`config.mk`:
```
export PLATFORM = sky130hd
export DESIGN_NAME = tstc_front
export DESIGN_NICKNAME = d
export VERILOG_FILES = /design/src/tstc_pkg.sv /design/src/tstc_front.sv
export SDC_FILE = /design/constraint.sdc
export NUM_CORES = 1
export LEC_CHECK = 0
export BUFFER_PORTS_ARGS = -buffer_cell sky130_fd_sc_hd__buf_2
export CORE_UTILIZATION = 59
export CTS_BUF_LIST = sky130_fd_sc_hd__clkbuf_8
export DETAILED_ROUTE_END_ITERATION = 10
export GPL_TIMING_DRIVEN = 0
export HOLD_SLACK_MARGIN = 0.06
export PLACE_DENSITY = 0.88
export REMOVE_ABC_BUFFERS = 1
export SYNTH_ARGS = -nofsm -noshare
export SYNTH_HDL_FRONTEND = slang
export SYNTH_SLANG_ARGS = --single-unit
```
`constraint.sdc`:
```
create_clock -name aclk -period 5.76 [get_ports aclk]
set_clock_uncertainty 0.15 [all_clocks]
set_input_delay 0.864 -clock aclk [delete_from_list [all_inputs] [get_ports aclk]]
set_output_delay 0.864 -clock aclk [all_outputs]
set_load 0.05 [all_outputs]
```
`src/tstc_pkg.sv`:
```
// Shared types and constants of the threshold spanning-tree cost block.
package tstc_pkg;

    localparam int DEF_MAX_NODES = 1024;
    localparam int DEF_MAX_EDGES = 4096;

    localparam int NODE_W = 11;
    localparam int WGT_W  = 32;
    localparam int COST_W = 44;
    localparam int EDGE_W = 2 * NODE_W + WGT_W;

    // configuration register indexes
    localparam logic CFG_THRESHOLD  = 1'b0;
    localparam logic CFG_NODE_COUNT = 1'b1;

    // one edge word as it travels from the front to the back
    typedef struct packed {
        logic [NODE_W-1:0] node_a;
        logic [NODE_W-1:0] node_b;
        logic [WGT_W-1:0]  weight;
        logic              last_edge;
    } tstc_word_t;

endpackage

```
`src/tstc_front.sv`:
```
// Front end: accepts edge words and holds them in a two-entry queue.
module tstc_front (
    input  logic                       aclk,
    input  logic                       aresetn,
    input  logic                       s_valid,
    output logic                       s_ready,
    input  logic [tstc_pkg::NODE_W-1:0] s_node_a,
    input  logic [tstc_pkg::NODE_W-1:0] s_node_b,
    input  logic [tstc_pkg::WGT_W-1:0]  s_weight,
    input  logic                       s_last_edge,
    output logic                       q_valid,
    input  logic                       q_ready,
    output tstc_pkg::tstc_word_t       q_word
);
    import tstc_pkg::*;

    tstc_word_t slot_reg [2];
    logic       wr_ptr_reg, wr_ptr_next;
    logic       rd_ptr_reg, rd_ptr_next;
    logic [1:0] fill_reg, fill_next;
    logic       push, pop;

    assign s_ready = (fill_reg != 2'd2);
    assign q_valid = (fill_reg != 2'd0);
    assign q_word  = slot_reg[rd_ptr_reg];
    assign push    = s_valid && s_ready;
    assign pop     = q_valid && q_ready;

    always_comb begin
        wr_ptr_next = push ? ~wr_ptr_reg : wr_ptr_reg;
        rd_ptr_next = pop ? ~rd_ptr_reg : rd_ptr_reg;
        fill_next   = fill_reg + {1'b0, push} - {1'b0, pop};
    end

    always_ff @(posedge aclk) begin
        if (!aresetn) begin
            wr_ptr_reg <= 1'b0;
            rd_ptr_reg <= 1'b0;
            fill_reg   <= 2'd0;
        end else begin
            wr_ptr_reg <= wr_ptr_next;
            rd_ptr_reg <= rd_ptr_next;
            fill_reg   <= fill_next;
        end
    end

    always_ff @(posedge aclk) begin
        if (push) begin
            slot_reg[wr_ptr_reg] <= '{node_a: s_node_a, node_b: s_node_b,
                                      weight: s_weight, last_edge: s_last_edge};
        end
    end

    assert property (@(posedge aclk) disable iff (!aresetn) fill_reg != 2'd3)
        else $error("edge queue overfilled");

endmodule

```
# After elaboration in Yosys (flattened, before gate mapping)
# Memory sizes are Yosys's and may differ from the RTL's. A register that Yosys moved wholly into a read port is not among the register bits.
# Index checks and enable logic that the tools add are counted.
# totals
ramBits	110
register_bits	4
out_inout_bits	57
memories	1
in_bits	59
# mem_list
name	words	word_bits	rd	rd_ports_with_merged_regs	wr	line_no	rtl
slot_reg	2	55	1	1	1	tstc_front.sv:17	tstc_word_t slot_reg [2];
# classes
n_eq_ne	1
bitwise_logic	2
n_addsub	2
reduce_logical	3
mux	4
# ops
operator	count
two-way mux 1 bit	4
adder 2 x 1 -> 2 bit	1
logical AND 1 bit	2
!= test 2 bit, second input constant	1
NOT 1 bit	2
nonzero test 2 bit	1
subtractor 2 x 1 -> 2 bit	1

# Longest topological paths before layout
# depth
ltp_word	4
ltp_mapped	8
ltp_nobuf	8

# Worst setup path before layout
# No wires, ideal clock.
# synth_timing
path_kind	register -> register
start	register fill_reg[0]
end	memory slot_reg[0][0] (netlist name) (enable)
period_less_slack_ns	3.953
path_buffers	0
required_ns	5.142
path_stages_with_launch	4
slack_ns	1.807
arrival_time_ns	3.335
setup_time_ns	0.468
cell_sequence	dfxtp_1 nand2b_1 nand2_1 nor2_1
# synth_via
elab_chain_cells	4
# synth_rtl
element	line_no	rtl
start, declared	tstc_front.sv:20	logic [1:0] fill_reg, fill_next;
start signal, assigned	tstc_front.sv:43	fill_reg <= fill_next;
!= test 2 bit	tstc_front.sv:23	assign s_ready = (fill_reg != 2'd2);
via s_ready	tstc_front.sv:6	output logic s_ready,
logical AND 1 bit	tstc_front.sv:26	assign push = s_valid && s_ready;
two-way mux 1 bit	tstc_front.sv:48	if (push) begin
two-way mux 1 bit (implied by the code)	tstc_front.sv:49	slot_reg[wr_ptr_reg] <= '{node_a: s_node_a, node_b: s_node_b,
end, declared	tstc_front.sv:17	
# The timed path passes the listed nets, and every way through them passes these cells.

==> run_results.csv <==
group,metric,value,unit
critical_path,cp-end-kind,"output pin",
yosys,synth_cell_types,18,
yosys,synth_compound_area_frac,0.00168,
finish,final_cell_mix,"buf_2, edfxtp_1, mux2_4",
drt,drt_iter0_drc,63,
critical_path,cp_num_buf_inv,2,
critical_path,worstPathRequired,4750,ps
finish,largest_register_ff_count,110,
sta,rsz0062_at_grt,"false",
place,hpwl,4.68,mm
power_and_ir_drop,power_frac_clock,0.271,
finish,drive_gt1_frac,0.609,
sta,hold_viol,0,
drt,ant_nets,0,
clock_network,cts_tree,"built",
grt,grt_start_max_net_pins,44,
yosys,synth-seq-cells,115,
clock_network,cts_htree_levels,4,
finish,final_common_cell,"buf_2",
die,rows,31,
finish,fillers,465,
critical_path,crit_slowest_cell,"dfxtp_4",
clock_network,path_clk_slew,60,ps
sta,finalCriticalPeriod,2850,ps
yosys,synthCells,195,
critical_path,rr_endpoint,"fill_reg[1]",
clock_network,cts-buffers-inserted,17,
yosys,ys_warn_count,0,
sta,tns,0,ps
die,die_w,88.9,um
die,die-area,7900,um^2
finish,seq_area,3410,um^2
die,initial_core_util,0.611,
power_and_ir_drop,pwr-share-comb,0.347,
yosys,seq_area_frac_synth,0.764,
run,maxCapViolCount,0,
place,gp_congestion,0.676,
clock_network,clk_latency,410,ps
die,die_h,88.9,um
critical_path,path_class,"flop to output pin",
yosys,syn_avg_cell_area,22.8,um^2
place,portBuffers,115,
power_and_ir_drop,p_leak,0.00223,uW
run_status,status,"finished clean",
power_and_ir_drop,total_power,2890,uW
critical_path,cp_max_fo,43,
drt,routed_wl,7.17,mm
place,place_ws,3320,ps
clock_network,cts_buffer_depth,2,
grt,grt_pass1_wl,10.2,mm
grt,grt_pass1_vias,2115,
grt,antenna_found_initial,0,
critical_path,worstSetupStartpointType,"flop",
drt,post-route-drc-count,0,
grt,grtUsageTotal,0.190,
drt,vias_per_cell,4.96,
critical_path,critPathMaxStageDelay,510,ps
sta,fin_crit_sh,0.495,
critical_path,setup.worst_path.end,"q_word[3]",
clock_network,cts_hold_buf,0,
yosys,synthAdderAreaFrac,0.00562,
sta,report.final.slew_viol_count,0,
sta,finalSetupViolations,0,
critical_path,critical_path_depth,3,
min_path,hp-class,"flop to flop",
critical_path,rrSetupSlack,3780,ps
clock_network,clock_tree.root_cell,"clkbuf_8",
yosys,syn-cell-area,4460,um^2
sta,fmaxAchievable,0.351,GHz
critical_path,r2r_cells,8,
finish,antenna-diode-count,0,
finish,area_growth,25.4,%
sta,timing.slew.headroom,0.565,
critical_path,crit_chain,"buf_16 > mux2_2 > buf_2",
clock_network,post_cts_buffers,0,
yosys,synth_top_family_by_area,"multiplexers",
power_and_ir_drop,ir_drop,0.348,mV
power_and_ir_drop,power_density,516,nW/um^2
sta,fin_ws,2910,ps
power_and_ir_drop,p_seq_frac,0.382,
clock_network,cts.sinks,115,
critical_path,cp_top_family,"buffers and inverters",
finish,multi_input_area,946,um^2
power_and_ir_drop,p_sw,1010,uW
die,pin_count,116,
power_and_ir_drop,intPower,1880,uW
grt,grt_overflow,0,
drt,vias,2178,
drt,wl_per_cell,16.3,um
clock_network,cts_resized,0,
power_and_ir_drop,swShare,0.348,
critical_path,crit-reg2reg-launch,"fill_reg[0]",
sta,worst_slew_pin_slew,651,ps
die,core,7290,um^2
finish,layout.nets,388,
yosys,synth-xor-area-share,0.00590,
critical_path,crit_arrival,1840,ps
yosys,synthSimpleGateAreaFrac,0.0138,
yosys,synth.area.mux_share,0.183,
drt,first_pass_iters,5,
[final cells by class]
cell class,instances,share of cell area
sequential,115,0.610
timing repair buffer,119,0.121
inverter,1,0.000672
clock inverter,13,0.0298
clock buffer,19,0.0468
tap,99,0.0222
multi-input combinational,73,0.169
[layer usage]
metal  share of wire  vias to the layer above  global-route usage  wire length (um)
li1                -                     1028                   -                 -
met1            0.37                     1051               0.199              2690
met2            0.54                       91               0.331              3860
met3           0.076                        8              0.0942               546
met4           0.011                        0              0.0660                82
met5               0                        -                   0                 0
[worst min path at each step]
| stage | from | end | slack [ps] | cells after the start |
|---|---|---|---|---|
| global placement | wr_ptr_reg | wr_ptr_reg | 310 | 2 |
| floorplan | wr_ptr_reg | wr_ptr_reg | 300 | 2 |
| global route | wr_ptr_reg | wr_ptr_reg | 410 | 2 |
| CTS | wr_ptr_reg | wr_ptr_reg | 380 | 2 |
| detailed placement | wr_ptr_reg | wr_ptr_reg | 370 | 2 |
| finish | wr_ptr_reg | wr_ptr_reg | 370 | 2 |
[logic make-up after synthesis]
| group | Yosys count |
|---|---|
| flip-flops | 115 |
| AND/OR/NAND/NOR | 11 |
| buffers and inverters | 7 |
| multiplexers | 56 |
| adder cells (fa/ha/maj) | 2 |
| XOR/XNOR | 3 |
| AO/OA/AOI/OAI | 1 |
[power by group through the flow]
stage / logic (uW) / registers (uW) / clock network [uW]
final: 1000 / 1100 / 782
after global routing: 1050 / 1110 / 833
after CTS: 1010 / 1100 / 801
after detailed placement: 1010 / 1120 / 0
after global placement: 940 / 1170 / 0
after floorplan: 775 / 1150 / 0
[cell usage after synthesis]
library cell  instances  area share
edfxtp_1            110        0.74
mux2_4               50        0.17
buf_12                5       0.022
dfxtp_1               5       0.022
mux2_2                5       0.013
xnor2_1               3      0.0059
and2_1                2      0.0028
ha_1                  2      0.0056
nand2_1               2      0.0017
nand2b_1              2      0.0028
nor2b_1               2      0.0028
and3_1                1      0.0014
buf_6                 1      0.0025
inv_1                 1     0.00084
mux2i_1               1      0.0022
nor2_1                1     0.00084
o21a_1                1      0.0017
or2_2                 1      0.0014
[worst reg2reg max path, stage by stage (launching register included)]
cell      delay, ps
dfxtp_1         370
nand2b_1        180
nand2_1         170
ha_1            320
inv_1            40
ha_1            190
xnor2_1         210
xnor2_1          90
and2_1          150
[per-stage QoR]
step	area [um^2]	hold slack [ps]	utilization	instances
floorplan	4340	305	-	189
global placement	5040	313	0.692	403
detailed placement	5160	370	0.707	407
CTS	5590	381	0.766	439
global route	5590	411	0.766	439
finish	5590	372	0.766	439
No activity file was read; power rests on OpenSTA's default activity.
